===== config.mk =====
export PLATFORM = sky130hd
export DESIGN_NAME = ogb_front
export DESIGN_NICKNAME = d
export VERILOG_FILES = /design/src/rtl/ogb_pkg.sv /design/src/rtl/ogb_front.sv
export SDC_FILE = /design/constraint.sdc
export NUM_CORES = 1
export LEC_CHECK = 0
export BUFFER_PORTS_ARGS = -buffer_cell sky130_fd_sc_hd__buf_2
export CAP_MARGIN = 20
export CORE_ASPECT_RATIO = 1.25
export CORE_MARGIN = 2
export CORE_UTILIZATION = 51
export CTS_CLUSTER_DIAMETER = 100
export CTS_CLUSTER_SIZE = 8
export DETAILED_ROUTE_END_ITERATION = 10
export PLACE_DENSITY_LB_ADDON = 0.08
export SLEW_MARGIN = 30
export SYNTH_ARGS = -nofsm -noshare
export SYNTH_HDL_FRONTEND = slang
export SYNTH_SLANG_ARGS = --single-unit

===== constraint.sdc =====
create_clock -name clk -period 15.3 [get_ports clk]
set_clock_uncertainty 0.15 [all_clocks]
set_input_delay 0 -clock clk [delete_from_list [all_inputs] [get_ports clk]]
set_output_delay 0 -clock clk [all_outputs]
set_load 0.03 [all_outputs]

===== src/rtl/ogb_pkg.sv =====
// ----------------------------------------------------------------------------
// Occupancy grid binning package
// Shared sizes, register indexes, operation codes and the front-to-back word.
// ----------------------------------------------------------------------------
package ogb_pkg;

  localparam int MaxRows   = 64;
  localparam int MaxCols   = 64;
  localparam int CountBits = 16;
  localparam int RowBits   = $clog2(MaxRows);
  localparam int ColBits   = $clog2(MaxCols);
  localparam int AddrBits  = RowBits + ColBits;
  localparam int Depth     = MaxRows * MaxCols;
  localparam int DimBits   = 7;
  localparam int QuoBits   = 17;
  localparam int QDepth    = 4;
  localparam int QPtrBits  = $clog2(QDepth);
  localparam logic [CountBits-1:0] CountTop = {CountBits{1'b1}};

  typedef enum logic [2:0] {
    REG_X_MIN = 3'd0,
    REG_X_MAX = 3'd1,
    REG_Y_MIN = 3'd2,
    REG_Y_MAX = 3'd3,
    REG_CELL  = 3'd4,
    REG_ROWS  = 3'd5,
    REG_COLS  = 3'd6
  } reg_idx_t;

  typedef enum logic {
    FUNC_INSERT = 1'b0,
    FUNC_QUERY  = 1'b1
  } func_t;

  typedef struct packed {
    logic                      in_bounds;
    logic                      query;
    logic [RowBits-1:0]        row;
    logic [ColBits-1:0]        col;
    logic signed [15:0]        centre_x;
    logic signed [15:0]        centre_y;
  } job_t;

  function automatic logic signed [15:0] sat16(input logic signed [33:0] v);
    if (v > 34'sd32767) begin
      return 16'sh7fff;
    end else if (v < -34'sd32768) begin
      return 16'sh8000;
    end
    return v[15:0];
  endfunction

endpackage


===== src/rtl/ogb_front.sv =====
// ----------------------------------------------------------------------------
// Occupancy grid front end
// Checks bounds, divides the offsets bit-serially and forms the cell centre.
// ----------------------------------------------------------------------------
module ogb_front
  import ogb_pkg::*;
(
  input  logic               clk,
  input  logic               rst,
  input  logic               in_valid,
  output logic               in_ready,
  input  logic               func,
  input  logic signed [15:0] pos_x,
  input  logic signed [15:0] pos_y,
  input  logic signed [15:0] x_min,
  input  logic signed [15:0] x_max,
  input  logic signed [15:0] y_min,
  input  logic signed [15:0] y_max,
  input  logic [14:0]        cell_size,
  input  logic [DimBits-1:0] rows_in_use,
  input  logic [DimBits-1:0] cols_in_use,
  output logic               job_valid,
  input  logic               job_ready,
  output job_t               job
);

  typedef enum logic [2:0] {S_IDLE, S_DIV, S_CX, S_CY, S_CEN, S_OUT} state_t;

  state_t              state;
  logic                query;
  logic                inb;
  logic [QuoBits-1:0]  rem_x, rem_y, quo_x, quo_y;
  logic [4:0]          step;
  logic [14:0]         size;
  logic [DimBits-1:0]  nr, nc;
  logic [RowBits-1:0]  row_up;
  logic [ColBits-1:0]  col;
  logic [32:0]         prod;
  logic [QuoBits:0]    tx, ty;
  logic [DimBits-1:0]  nr_next, nc_next;
  logic [QuoBits-1:0]  rx_sh, ry_sh;
  logic [ColBits-1:0]  col_c;
  logic [RowBits-1:0]  row_c;

  always_comb begin
    nr_next = (rows_in_use == '0) ? DimBits'(1) :
              (rows_in_use > DimBits'(MaxRows)) ? DimBits'(MaxRows) : rows_in_use;
    nc_next = (cols_in_use == '0) ? DimBits'(1) :
              (cols_in_use > DimBits'(MaxCols)) ? DimBits'(MaxCols) : cols_in_use;
    rx_sh = {rem_x[QuoBits-2:0], quo_x[QuoBits-1]};
    ry_sh = {rem_y[QuoBits-2:0], quo_y[QuoBits-1]};
    tx = {1'b0, rx_sh} - {3'b0, size};
    ty = {1'b0, ry_sh} - {3'b0, size};
    col_c = (quo_x > QuoBits'(nc - 1'b1)) ? ColBits'(nc - 1'b1) : quo_x[ColBits-1:0];
    row_c = (quo_y > QuoBits'(nr - 1'b1)) ? RowBits'(nr - 1'b1) : quo_y[RowBits-1:0];
  end

  assign in_ready  = (state == S_IDLE);
  assign job_valid = (state == S_OUT);

  always_ff @(posedge clk) begin
    if (rst) begin
      state <= S_IDLE;
    end else begin
      unique case (state)
        S_IDLE: begin
          if (in_valid) begin
            query <= func;
            size  <= (cell_size == '0) ? 15'd1 : cell_size;
            nr    <= nr_next;
            nc    <= nc_next;
            inb   <= !(pos_x < x_min || pos_x > x_max || pos_y < y_min || pos_y > y_max);
            quo_x <= QuoBits'({pos_x[15], pos_x} - {x_min[15], x_min});
            quo_y <= QuoBits'({pos_y[15], pos_y} - {y_min[15], y_min});
            rem_x <= '0;
            rem_y <= '0;
            step  <= '0;
            state <= S_DIV;
          end
        end
        S_DIV: begin
          if (!tx[QuoBits]) begin
            rem_x <= tx[QuoBits-1:0];
          end else begin
            rem_x <= rx_sh;
          end
          if (!ty[QuoBits]) begin
            rem_y <= ty[QuoBits-1:0];
          end else begin
            rem_y <= ry_sh;
          end
          quo_x <= {quo_x[QuoBits-2:0], ~tx[QuoBits]};
          quo_y <= {quo_y[QuoBits-2:0], ~ty[QuoBits]};
          step  <= step + 5'd1;
          if (step == 5'(QuoBits - 1)) begin
            state <= S_CX;
          end
        end
        S_CX: begin
          col   <= col_c;
          row_up <= row_c;
          prod  <= 33'({col_c, 1'b1}) * 33'(size);
          state <= S_CY;
        end
        S_CY: begin
          job.centre_x <= sat16(34'(signed'(x_min)) + 34'(prod[32:1]));
          prod  <= 33'({row_up, 1'b1}) * 33'(size);
          state <= S_CEN;
          job.in_bounds <= inb;
          job.query <= query;
          job.col <= col;
          job.row <= RowBits'(nr - 1'b1) - row_up;
        end
        S_CEN: begin
          job.centre_y <= sat16(34'(signed'(y_min)) + 34'(prod[32:1]));
          state <= S_OUT;
        end
        S_OUT: begin
          if (job_ready) begin
            state <= S_IDLE;
          end
        end
        default: state <= S_IDLE;
      endcase
    end
  end

endmodule


# Word level (Yosys, flattened, before mapping)
# Cells that the tools add are included.
totals:
  ff_bits: 196
  memories: 0
  elab_cells: 113
  inputBits: 130
  ramBits: 0
  latchBits: 0
  romBits: 0
op_classes:
  order_cmp: 12
  n_bitwise: 3
  n_mux: 34
  n_addsub: 12
  shifts: 0
  n_div: 0
  n_eq_ne: 9
  multipliers: 2
  n_reduce_logical: 19
op_table:
  columns: ["cell", "n"]
  rows:
  - ["2-to-1 mux 16 bit", 9]
  - ["adder 16 x 33 -> 34 bit", 2]
  - ["> comparator 34 x 16 -> 1 bit (second input constant)", 2]
  - ["less-than comparator 34 x 16 -> 1 bit (second input constant)", 2]
  - ["case mux 17 bit (2 select lines)", 2]
  - ["case mux 33 bit (2 select lines)", 1]
  - ["case mux 16 bit (2 select lines)", 2]
  - ["multiplier 7 x 15 -> 22 bit", 2]
  - ["subtractor 17 x 15 -> 18 bit", 2]
  - ["> comparator 17 bit", 2]
  - ["2-to-1 mux 17 bit", 2]
  - ["subtractor 16 x 16 -> 17 bit", 2]
  - ["> comparator 16 bit", 2]
  - ["less-than comparator 16 bit", 2]
  - ["case mux 3 bit (6 select lines)", 1]
  - ["subtractor 7 x 1 -> 8 bit (second input constant)", 2]
  - ["zero test 15 bit", 1]
  - ["> comparator 7 bit (second input constant)", 2]
  - ["zero test 7 bit", 2]
  - ["2-to-1 mux 7 bit", 2]
  - ["2-to-1 mux 6 bit", 2]
  - ["subtractor 6 x 1 -> 6 bit (second input constant)", 2]
  - ["case mux 5 bit (2 select lines)", 1]
  - ["2-to-1 mux 3 bit", 3]
  - ["other kinds (18)", 39]

# Longest topological paths before layout
# Gate-level depths: netlist (run 1).
depth:
  depth_word: 7
  depth_mapped: 31
  mapped_depth_nobuf: 30

# Worst setup path after synthesis (run 1)
# No wires, ideal clock.
synth_timing:
  path_kind: "reg2reg"
  startpoint: "reg nc[2]"
  endpoint: "reg prod[20] (data pin)"
  n_path_buf: 1
  stages_incl_launch_ff: 30
  synth_period_minus_slack_ns: 7.824
  path_slack_ns: 7.476
  setup_time_ns: 0.263
  t_arrival_ns: 7.410
  cell_sequence: "edfxtp_1 > nor3_1 > nor3b_1 > nand2_1 > ha_1 > a21o_1 > a21o_1 > a21oi_1 > o21ai_0 > nor2_1 > o2111ai_1 > clkbuf_1 > a21oi_1 > nor3_1 > fa_1 > fa_1 > fa_1 > inv_1 > fa_1 > inv_1 > ha_1 > o211ai_1 > a21boi_1 > a2111oi_0 > o31ai_1 > o41ai_1 > o21ai_1 > xor2_1 > nand2_1 > o21ai_1"
synth_between:
  elab_chain_len: 5
  elab_cells_between_ends: 6
  classes_between: "add/sub: 2; mul: 1; order compare: 1; mux: 2"
synth_rtl:
  columns: ["item", "line_no", "source"]
  rows:
  - ["start, declared", "ogb_front.sv:35", "logic [DimBits-1:0] nr, nc;"]
  - ["start signal, assigned", "ogb_front.sv:71", "nc <= nc_next;"]
  - ["subtractor 7 x 1 -> 8 bit", "ogb_front.sv:54", "col_c = (quo_x > QuoBits'(nc - 1'b1)) ? ColBits'(nc - 1'b1) : quo_x[ColBits-1:0];"]
  - ["> comparator 17 bit", "ogb_front.sv:54", null]
  - ["2-to-1 mux 6 bit *", "ogb_front.sv:54", null]
  - ["multiplier 7 x 15 -> 22 bit *", "ogb_front.sv:102", "prod <= 33'({col_c, 1'b1}) * 33'(size);"]
  - ["case mux 33 bit (2 select lines) *", "ogb_front.sv:65", "unique case (state)"]
  - ["end signal, assigned", "ogb_front.sv:102", null]
  - ["end signal, assigned", "ogb_front.sv:107", "prod <= 33'({row_up, 1'b1}) * 33'(size);"]
  - ["end, declared", "ogb_front.sv:38", "logic [32:0] prod;"]
# Mark *: on every way between the ends. The rest lies on a longest branch, timed or not. The select of a mux whose other input is x is not followed.
# A chain may end at the register's enable or synchronous reset.

# Final worst setup path (run 1)
# Ends and elaborated chain as after synthesis.

==> results of run 1 <==
[logic make-up after synthesis]
family	share of synthesized area, %
fa+ha+maj	28.8
flops	26.5
simple gates	16.3
buf+inv	6.21
compound gates	16.2
mux	0.724
xor+xnor	5.33
[flip-flops by register name, summed over array words and instances (netlist names), 5 cells and up]
| name | flops |
|---|---|
| size | 15 |
| col | 6 |
| quo_x | 17 |
| rem_x | 16 |
| nc | 7 |
| nr | 7 |
| prod | 21 |
| quo_y | 17 |
| rem_y | 16 |
| job | 46 |
| row_up | 6 |
| step | 5 |
[area by class of cell]
type,instances,area (µm²),area share (%)
inverters,266,998,4.28
well taps,546,683,2.93
flip-flops and latches,184,5500,23.5
repair buffers,240,1530,6.56
clock buffers,17,425,1.82
clock inverters,14,171,0.734
multi-input cells,1751,14000,60.1
diodes,2,5.00,0.0214
[Yosys cell counts (11+ instances only)]
cell type / count / area [µm²]
ha_1: 261 / 3270
inv_1: 256 / 961
nand2_1: 191 / 717
edfxtp_1: 181 / 5440
a21oi_1: 163 / 816
nor2_1: 147 / 552
fa_1: 135 / 2700
nor3_1: 103 / 515
o21ai_0: 97 / 485
clkbuf_1: 72 / 270
nand3_1: 67 / 335
a21o_1: 64 / 480
xnor2_1: 62 / 543
xor2_1: 61 / 534
o21a_1: 43 / 323
nor2b_1: 34 / 213
nand2b_1: 27 / 169
a211oi_1: 26 / 195
or3_1: 23 / 144
nand4_1: 18 / 113
and3_1: 16 / 100
a31oi_1: 15 / 93.8
o31ai_1: 15 / 113
and2_1: 14 / 87.6
o211ai_1: 12 / 90.1
o21bai_1: 12 / 90.1
nor4_1: 11 / 68.8
[stage by stage]
step	setup WS [ns]	util [%]	instances	cell area (µm²)
2_1_floorplan	7.48	-	2277	20700
3_3_place_gp	6.24	55.2	2934	22100
3_5_place_dp	6.02	55.4	2937	22200
4_1_cts	5.96	58.2	3018	23300
5_1_grt	5.58	58.2	3019	23300
6_report	6.21	58.2	3020	23300
[power by group]
group          switching (mW)  internal (mW)  total (mW)
Clock                   0.222          0.247       0.469
Combinational            1.18          0.829        2.01
Sequential             0.0273          0.668       0.696
Total                    1.43           1.74        3.18
[critical path: cells and delay by family (launching register included)]
family / cells / cell delay, ns
xor gates and xnor gates: 1 / 0.16
DFF: 1 / 0.42
AOI/OAI and AO/OA: 12 / 2.96
buffers and inverters: 3 / 0.15
and+or+nand+nor: 7 / 2.12
adders and majority gates: 6 / 2.84
[repair_timing]
| item | 4_1_cts | 5_1_grt |
|---|---|---|
| hold buffers | 50 | 0 |
| endpoints found under the hold margin | 49 | 0 |
| setup endpoints to repair | 0 | 0 |
[routing by layer]
metal / vias up / part of all wire (%) / global-route usage (%)
li1: 8395 / - / -
met1: 8387 / 41 / 34.5
met2: 497 / 49 / 49.8
met3: 118 / 4.5 / 3.64
met4: 0 / 5.6 / 15.2
met5: - / 0 / 0
[worst max path at each step]
stage                     cells past startpoint  startpoint       end
after floorplan                              29       nc[2]  prod[20]
after global placement                       29       nc[2]  prod[20]
after detailed placement                     29       nc[2]  prod[20]
after CTS                                    29       nc[2]  prod[20]
after global routing                         29       nc[2]  prod[20]
final                                        29       nc[2]  prod[20]
==> metrics.txt, run 1 <==
outcome=finished, final reports clean; area grow syn2layout=12.5%; Slowest-stage cell, CP=a2111oi_0; routability cong.=~0.94; DPL Wire Length=46700 µm; FF+latch count, synth=roughly 180; Worst slew margin=around two fifths; Worst Reg-to-Reg Cells=29; CTS buffer count=17; worst r2r dst=prod[20]; Worst Max-Slew Pin Slew=around 0.87 ns; Routed WL=just under 60000 µm; number of global-route vias before repair=17600; std cell rows=82; Max IR drop VDD=approximately 0.00016 V; Pwr Density=about 140 nW/µm²; crit-path max cell delay=~0.64 ns; Port-buffer cells=around 180; Max Cap Violations=0; Clock transition at path regs=0.07 ns; vias per cell=~5.8; startpoint of the worst hold path=pos_x[13]; global-route wire length before repair=between 90000 and 100000 µm; via count=17400; hold crit path type=primary input to flop; final period utilization=59.4%; Max Clock Freq=about 0.11 GHz; total power=around 3.2 mW; worst-skew pair later-pin latency=~0.47 ns; post-synthesis sequential area ratio=a little over a quarter; R2R Path Start=nc[2]; worst hold slack=between 0.03 and 0.04 ns; die footprint=42300 µm²; Detail Route Antenna Nets=0; Final setup viols=0; clk root buf=clkbuf_16; Global Route Usage Sum=28.7%; Hold Path Sink=quo_x[14]; CP endpoint kind=flop; Post-Syn Nets=2803; hold depth=4; min Tclk post-route=9.09 ns; core area=40100 µm²; post-CTS setup buffers=0; WP data arrival=between 9 and 10 ns; Worst Path Max Fanout=16; fin. max-slew vios=0; YS warnings=0; die width=184 µm; sum of negative setup slack=0 ns; wire per inst=a little under 20 µm; initial antenna violation count=1; synthesized area per cell=roughly 9.1 µm²; RSZ-0062 raised after global routing=no; Post-synth EDFFs=181; commonest cells after routing, fill and taps aside=ha_1 (261), inv_1 (256), nand2_1 (191), edfxtp_1 (181), buf_2 (177); CTS tree=yes; Distinct cells, synth=83; largest net degree at the start of global routing=between 70 and 80; I/O pin total=~180; post-cts resize count=0; Leakage=around 11 nW; worst path required time=between 15 and 20 ns; Synth Cell Area=20700 µm²; total grt overflow=0; Synth Flop Type=edfxtp_1; Post-synth ARST share=0%; CTS H-Tree Depth=4; clock buffer depth=2; Layout Nets=~3000; Pre-antenna DRT Iters=5; First DRT Iteration DRCs=slightly below 900; clock sinks=around 180; Fill cells=roughly 3600; Setup CP Type=flop to flop; Mapped Cells=~2300; Die Span Y=~230 µm; starting density of the core=between 50% and 60%; Critical Path Start Type=flop; layout cell share with drive strength beyond 1=a little under an eighth; Residual DRC=0; cell mode on critical path=fa_1; most common cell after layout, fill and taps aside=ha_1; hold violation total from the final report=0; flop-to-flop setup slack=6.21 ns
No activity file was read; power rests on OpenSTA's default activity.
==> run 2: changes to the inputs <==
- clock period: 15.3 -> 8.3 ns (I/O delays scaled with it)
==> run 2 against run 1 <==
- clock power up 80%
- register-to-register slack worse by 5.8 ns
- sequential share of layout area down 0.26 points
- sequential power up 84%
- routed wire length up 2.0%
- core utilization up 0.65 points
- global-route usage up 0.40 points
- largest cell class unchanged
- largest power group unchanged
- highest routed layer unchanged
==> metrics.txt, run 2 (synthesized netlist as in run 1, its figures left out) <==
Critical Path Start Type=flop; Worst slew margin=44.1% (+2.3 points); pre-CTS setup slack=-0.163 ns (-6.18 ns); I/O pin total=178 (unchanged); Reg with most FFs=job; largest net degree at the start of global routing=74 (-1.3%); total grt overflow=0 (unchanged); max FFs per register=46 (unchanged); Final WS setup=0.439 ns (-5.77 ns); Worst Path Max Fanout=15 (-1); combinational power share=64.2% (+0.9 points); fin. max-slew vios=0 (unchanged); cell mode on critical path=fa_1; number of global-route vias before repair=17600 (+0.057%); core area=40100 µm² (unchanged); Die Span Y=230 µm (unchanged); Switching Share=45.7% (+0.58 points); clock sinks=184 (unchanged); min Tclk post-route=7.86 ns (-1.23 ns); Max IR drop VDD=0.000283 V (+77%); Sw Pwr=2.71 mW (+89%); Global Route Usage Sum=29.1% (+0.40 points); sequential power share=21.6% (-0.3 points); flop-to-flop setup slack=0.44 ns (-5.77 ns); number of diodes=0 (-2); die footprint=42300 µm² (unchanged); hold crit path type=primary input to flop; worst path required time=8.36 ns (-7.00 ns); Leakage=10.7 nW (+1.2%); RSZ-0062 raised after global routing=yes; Clock Power Share=14.2% (-0.6 points); Setup CP Type=flop to flop; routability cong.=0.907 (-3.4%); worst-skew pair later-pin latency=0.48 ns (about the same); Top Registers=job (46), prod (21); Max Cap Violations=0 (unchanged); final period utilization=94.7% (+35 points); Residual DRC=0 (unchanged); fin util=58.8% (+0.65 points); GR Util met1=35.5% (+0.99 points); clock buffer depth=2 (unchanged); CTS tree=yes; WP data arrival=7.92 ns (-1.23 ns); Port-buffer cells=177 (unchanged); CTS H-Tree Depth=4 (unchanged); die width=184 µm (unchanged); Routed WL=60500 µm (+2.0%); DPL Wire Length=47500 µm (+1.8%); First DRT Iteration DRCs=1082 (+24%); clk root buf=clkbuf_16; Final setup viols=0 (unchanged); via count=17500 (+0.78%); std cell rows=82 (unchanged); Worst Max-Slew Pin Slew=0.836 ns (-0.0366 ns); Pwr Density=251 nW/µm² (+84%); Int Power=3.22 mW (+85%); GRT busiest layer=met2; CTS buffer count=17 (unchanged); Slowest-stage cell, CP=fa_1; most common cell after layout, fill and taps aside=ha_1; Max Clock Freq=0.127 GHz (+16%); Detail Route Antenna Nets=0 (unchanged); area grow syn2layout=13.8%; starting density of the core=51.7% (unchanged); initial antenna violation count=0 (-1); vias per cell=5.76 (about the same); Pre-antenna DRT Iters=5 (unchanged); commonest cells after routing, fill and taps aside=ha_1 (261), inv_1 (256), nand2_1 (190), edfxtp_1 (181), buf_2 (177); outcome=finished, final reports clean; CP endpoint kind=flop; GR Layer Usage met3=3.18% (-0.46 points); Fill cells=3605 (+0.19%); crit-path max cell delay=0.55 ns (-0.09 ns); Clock transition at path regs=0.08 ns (about the same); global-route wire length before repair=94200 µm (+1.1%); layout cell share with drive strength beyond 1=12.6% (+1.3 points); met2 Resource Use GR=51.0% (+1.2 points); hold violation total from the final report=0 (unchanged); Layout Nets=3010 (+0.80%); wire per inst=19.9 µm (+1.2%)
-- run 2: cell types whose count changed in the layout (fill, tap and decap cells not counted), moves of 3 or more --
cell	previous run	this run
nor3_2	0	5
nor3_1	103	98
buf_4	10	30
clkinv_8	0	3
dlygate4sd3_1	50	53
-- run 2: final cells by class --
type | instances | area, µm² | share of cell area (%)
sequential | 184 | 5500 | 23.3
timing repair buffer | 264 | 1720 | 7.27
tap | 546 | 683 | 2.89
multi-input combinational | 1751 | 14100 | 59.8
clock inverter | 15 | 166 | 0.705
clock buffer | 17 | 425 | 1.80
inverter | 266 | 998 | 4.23
-- run 2: routing by layer --
| layer | wire (µm) | vias to the layer above |
|---|---|---|
| met2 | 29900 | 482 |
| met1 | 25400 | 8503 |
| li1 | - | 8445 |
| met4 | 2800 | 0 |
| met3 | 2400 | 103 |
| met5 | 0 | - |
-- run 2: timing repair --
item                       CTS  global route
hold buffers                53             0
resized for setup            6            18
setup buffers                0             1
cloned                       0             0
pin swaps                    0             3
setup endpoints to repair    3             6
hold endpoints to repair    53             0
-- run 2: power groups by stage --
stage / Clock [mW] / Sequential (mW) / Combinational [mW]
floorplan: 0 / 1.28 / 2.69
global placement: 0 / 1.30 / 3.64
detailed placement: 0 / 1.30 / 3.68
CTS: 0.861 / 1.28 / 3.74
global route: 0.891 / 1.29 / 4.26
finish: 0.843 / 1.28 / 3.80
-- run 2: final timing paths --
check / from / end / depth (start not counted)
worst max-delay path: nc[0] / prod[21] / 29
worst min-delay path: pos_x[14] / quo_x[15] / 4
worst max register to register: nc[0] / prod[21] / 29
worst min register to register: col[4] / job[36] / 0
-- run 2: through the flow --
step / hold WS [ns] / TNS (ns) / total power [mW] / instance area [µm²] / instances
after global routing: 0.0594 / -0.0807 / 6.44 / 23600 / 3043
final: 0.0313 / 0 / 5.93 / 23600 / 3043
after global placement: 0.0284 / -0.0341 / 4.94 / 22300 / 2955
after detailed placement: 0.0288 / -0.207 / 4.98 / 22400 / 2957
after CTS: 0.00280 / 0 / 5.88 / 23500 / 3042
after floorplan: -0.0511 / 0 / 3.98 / 20700 / 2277
-- run 2: critical path: cells and delay by family, from the launching register on --
kind | cells | cell delay [ns]
adders and majority gates | 6 | 2.72
DFF | 1 | 0.42
muxes | 1 | 0.15
AOI/OAI and AO/OA | 13 | 2.49
and+or+nand+nor | 6 | 1.34
buffers and inverters | 3 | 0.31
==> run 3: changes to the inputs <==
- RECOVER_POWER: not set -> 25
==> run 3 against run 2 <==
- clock power is essentially flat
- global-route usage did not move
- total power about the same
- die area stayed put
- hold slack about the same
- sequential share of layout area up 0.083 points
- core utilization fell by 0.21 points
- critical endpoint unchanged
==> metrics.txt, run 3 (synthesized netlist as in run 1, its figures left out) <==
First DRT Iteration DRCs=1047 (-3.2%); Switching Share=45.7% (about the same); hold violation total from the final report=0 (unchanged); Top Registers=job (46), prod (21); routability cong.=0.907 (unchanged); Detail Route Antenna Nets=0 (unchanged); DPL Wire Length=47500 µm (unchanged); Worst Max-Slew Pin Slew=1.38 ns (+0.545 ns); Reg with most FFs=job; vias per cell=5.76 (about the same); sum of negative setup slack=0 ns (unchanged); hold crit path type=primary input to flop; number of global-route vias before repair=17600 (unchanged); outcome=finished, final reports clean; Residual DRC=0 (unchanged); Final WS setup=0.440 ns (+0.00116 ns); Worst slew margin=7.91% (-36 points); R2R Path Start=nc[0]; crit-path max cell delay=0.55 ns (about the same); sequential power share=21.6% (about the same); global-route wire length before repair=94200 µm (unchanged); CTS tree=yes; initial antenna violation count=0 (unchanged); Max Clock Freq=0.127 GHz (about the same); Pre-antenna DRT Iters=6 (+1); Max IR drop VDD=0.000283 V (about the same); combinational power share=64.2% (about the same); Critical Path Start Type=flop; Leakage=10.5 nW (-1.6%); WP data arrival=7.92 ns (about the same); die footprint=42300 µm² (unchanged); pre-CTS setup slack=-0.163 ns (unchanged); via count=17500 (-0.011%); cell mode on critical path=fa_1; layout cell share with drive strength beyond 1=10.1% (-2.5 points); Clock Power Share=14.2% (about the same); Worst Path Max Fanout=15 (unchanged); area grow syn2layout=13.4%; Final setup viols=0 (unchanged); Setup CP Type=flop to flop; Int Power=3.22 mW (about the same); Max Cap Violations=0 (unchanged); wire per inst=19.9 µm (about the same); Layout Nets=3010 (unchanged); CTS buffer count=17 (unchanged); most common cell after layout, fill and taps aside=ha_1; core area=40100 µm² (unchanged); clock buffer depth=2 (unchanged); total grt overflow=0 (unchanged); RSZ-0062 raised after global routing=yes; Port-buffer cells=177 (unchanged); die width=184 µm (unchanged); fin. max-slew vios=0 (unchanged); Slowest-stage cell, CP=fa_1; CP endpoint kind=flop; largest net degree at the start of global routing=74 (unchanged); number of diodes=0 (unchanged); min Tclk post-route=7.86 ns (-0.00116 ns); clock sinks=184 (unchanged); I/O pin total=178 (unchanged); final period utilization=94.7% (about the same); Worst Setup SP=nc[0]; starting density of the core=51.7% (unchanged); commonest cells after routing, fill and taps aside=ha_1 (261), inv_1 (256), nand2_1 (190), edfxtp_1 (181), a21oi_1 (158); max FFs per register=46 (unchanged); Routed WL=60600 µm (about the same); Die Span Y=230 µm (unchanged); CTS H-Tree Depth=4 (unchanged); clk root buf=clkbuf_16; Sw Pwr=2.70 mW (about the same); startpoint of the worst hold path=pos_x[14]; fin util=58.6% (-0.21 points); Clock transition at path regs=0.08 ns (about the same); Global Route Usage Sum=29.1% (unchanged); Fill cells=3647 (+1.2%); worst-skew pair later-pin latency=0.48 ns (about the same); std cell rows=82 (unchanged); Pwr Density=252 nW/µm² (+0.31%); worst path required time=8.36 ns (about the same)
## run 3: final cells by class
cell class / instances / area [µm²] / area share [%]
Tap cell: 546 / 683 / 2.90
Clock buffer: 17 / 425 / 1.81
Clock inverter: 15 / 166 / 0.707
Sequential cell: 184 / 5500 / 23.4
Multi-Input combinational cell: 1751 / 14100 / 60.0
Timing Repair Buffer: 264 / 1640 / 6.96
Inverter: 266 / 998 / 4.24
## run 3: power groups by stage
stage / registers (mW) / clock network (mW) / logic, mW
detailed placement: 1.30 / 0 / 3.68
finish: 1.28 / 0.842 / 3.80
global placement: 1.30 / 0 / 3.64
floorplan: 1.28 / 0 / 2.69
global route: 1.29 / 0.891 / 4.26
CTS: 1.28 / 0.861 / 3.74
## run 3: per-stage QoR
stage | total power, mW | instance area (µm²) | hold slack (ns) | std cells
2_1_floorplan | 3.98 | 20700 | -0.0511 | 2277
3_3_place_gp | 4.94 | 22300 | 0.0284 | 2955
3_5_place_dp | 4.98 | 22400 | 0.0288 | 2957
4_1_cts | 5.88 | 23500 | 0.00280 | 3042
5_1_grt | 6.44 | 23500 | 0.0594 | 3043
6_report | 5.92 | 23500 | 0.0314 | 3043
## run 3: worst paths after layout
check / end / slack (ns) / cells after the start
max: prod[21] / 0.44 / 29
max reg2reg: prod[21] / 0.44 / 29
min: quo_x[15] / 0.03 / 4
min reg2reg: job[36] / 0.27 / 0
## run 3: critical path: cells and delay by family, from the launching register on
family,cells,cell delay [ns]
AND/OR/NAND/NOR,6,1.34
flip-flops,1,0.42
buffers and inverters,3,0.31
adder cells (fa/ha/maj),6,2.72
AO/OA/AOI/OAI,13,2.49
multiplexers,1,0.15
## run 3: metal layers
layer | up-vias | share of wire [%] | global-route usage, %
met4 | 0 | 4.6 | 13.8
li1 | 8446 | - | -
met2 | 493 | 49 | 51.0
met1 | 8489 | 42 | 35.5
met5 | - | 0 | 0
met3 | 103 | 4.3 | 3.18
## run 3: repair_timing
action / 4_1_cts / 5_1_grt
setup buffers: 0 / 1
pin swaps: 0 / 3
gates cloned: 0 / 0
gates resized for setup: 6 / 18
hold endpoints to repair: 53 / 0
hold buffers: 53 / 0
setup endpoints to repair: 3 / 6
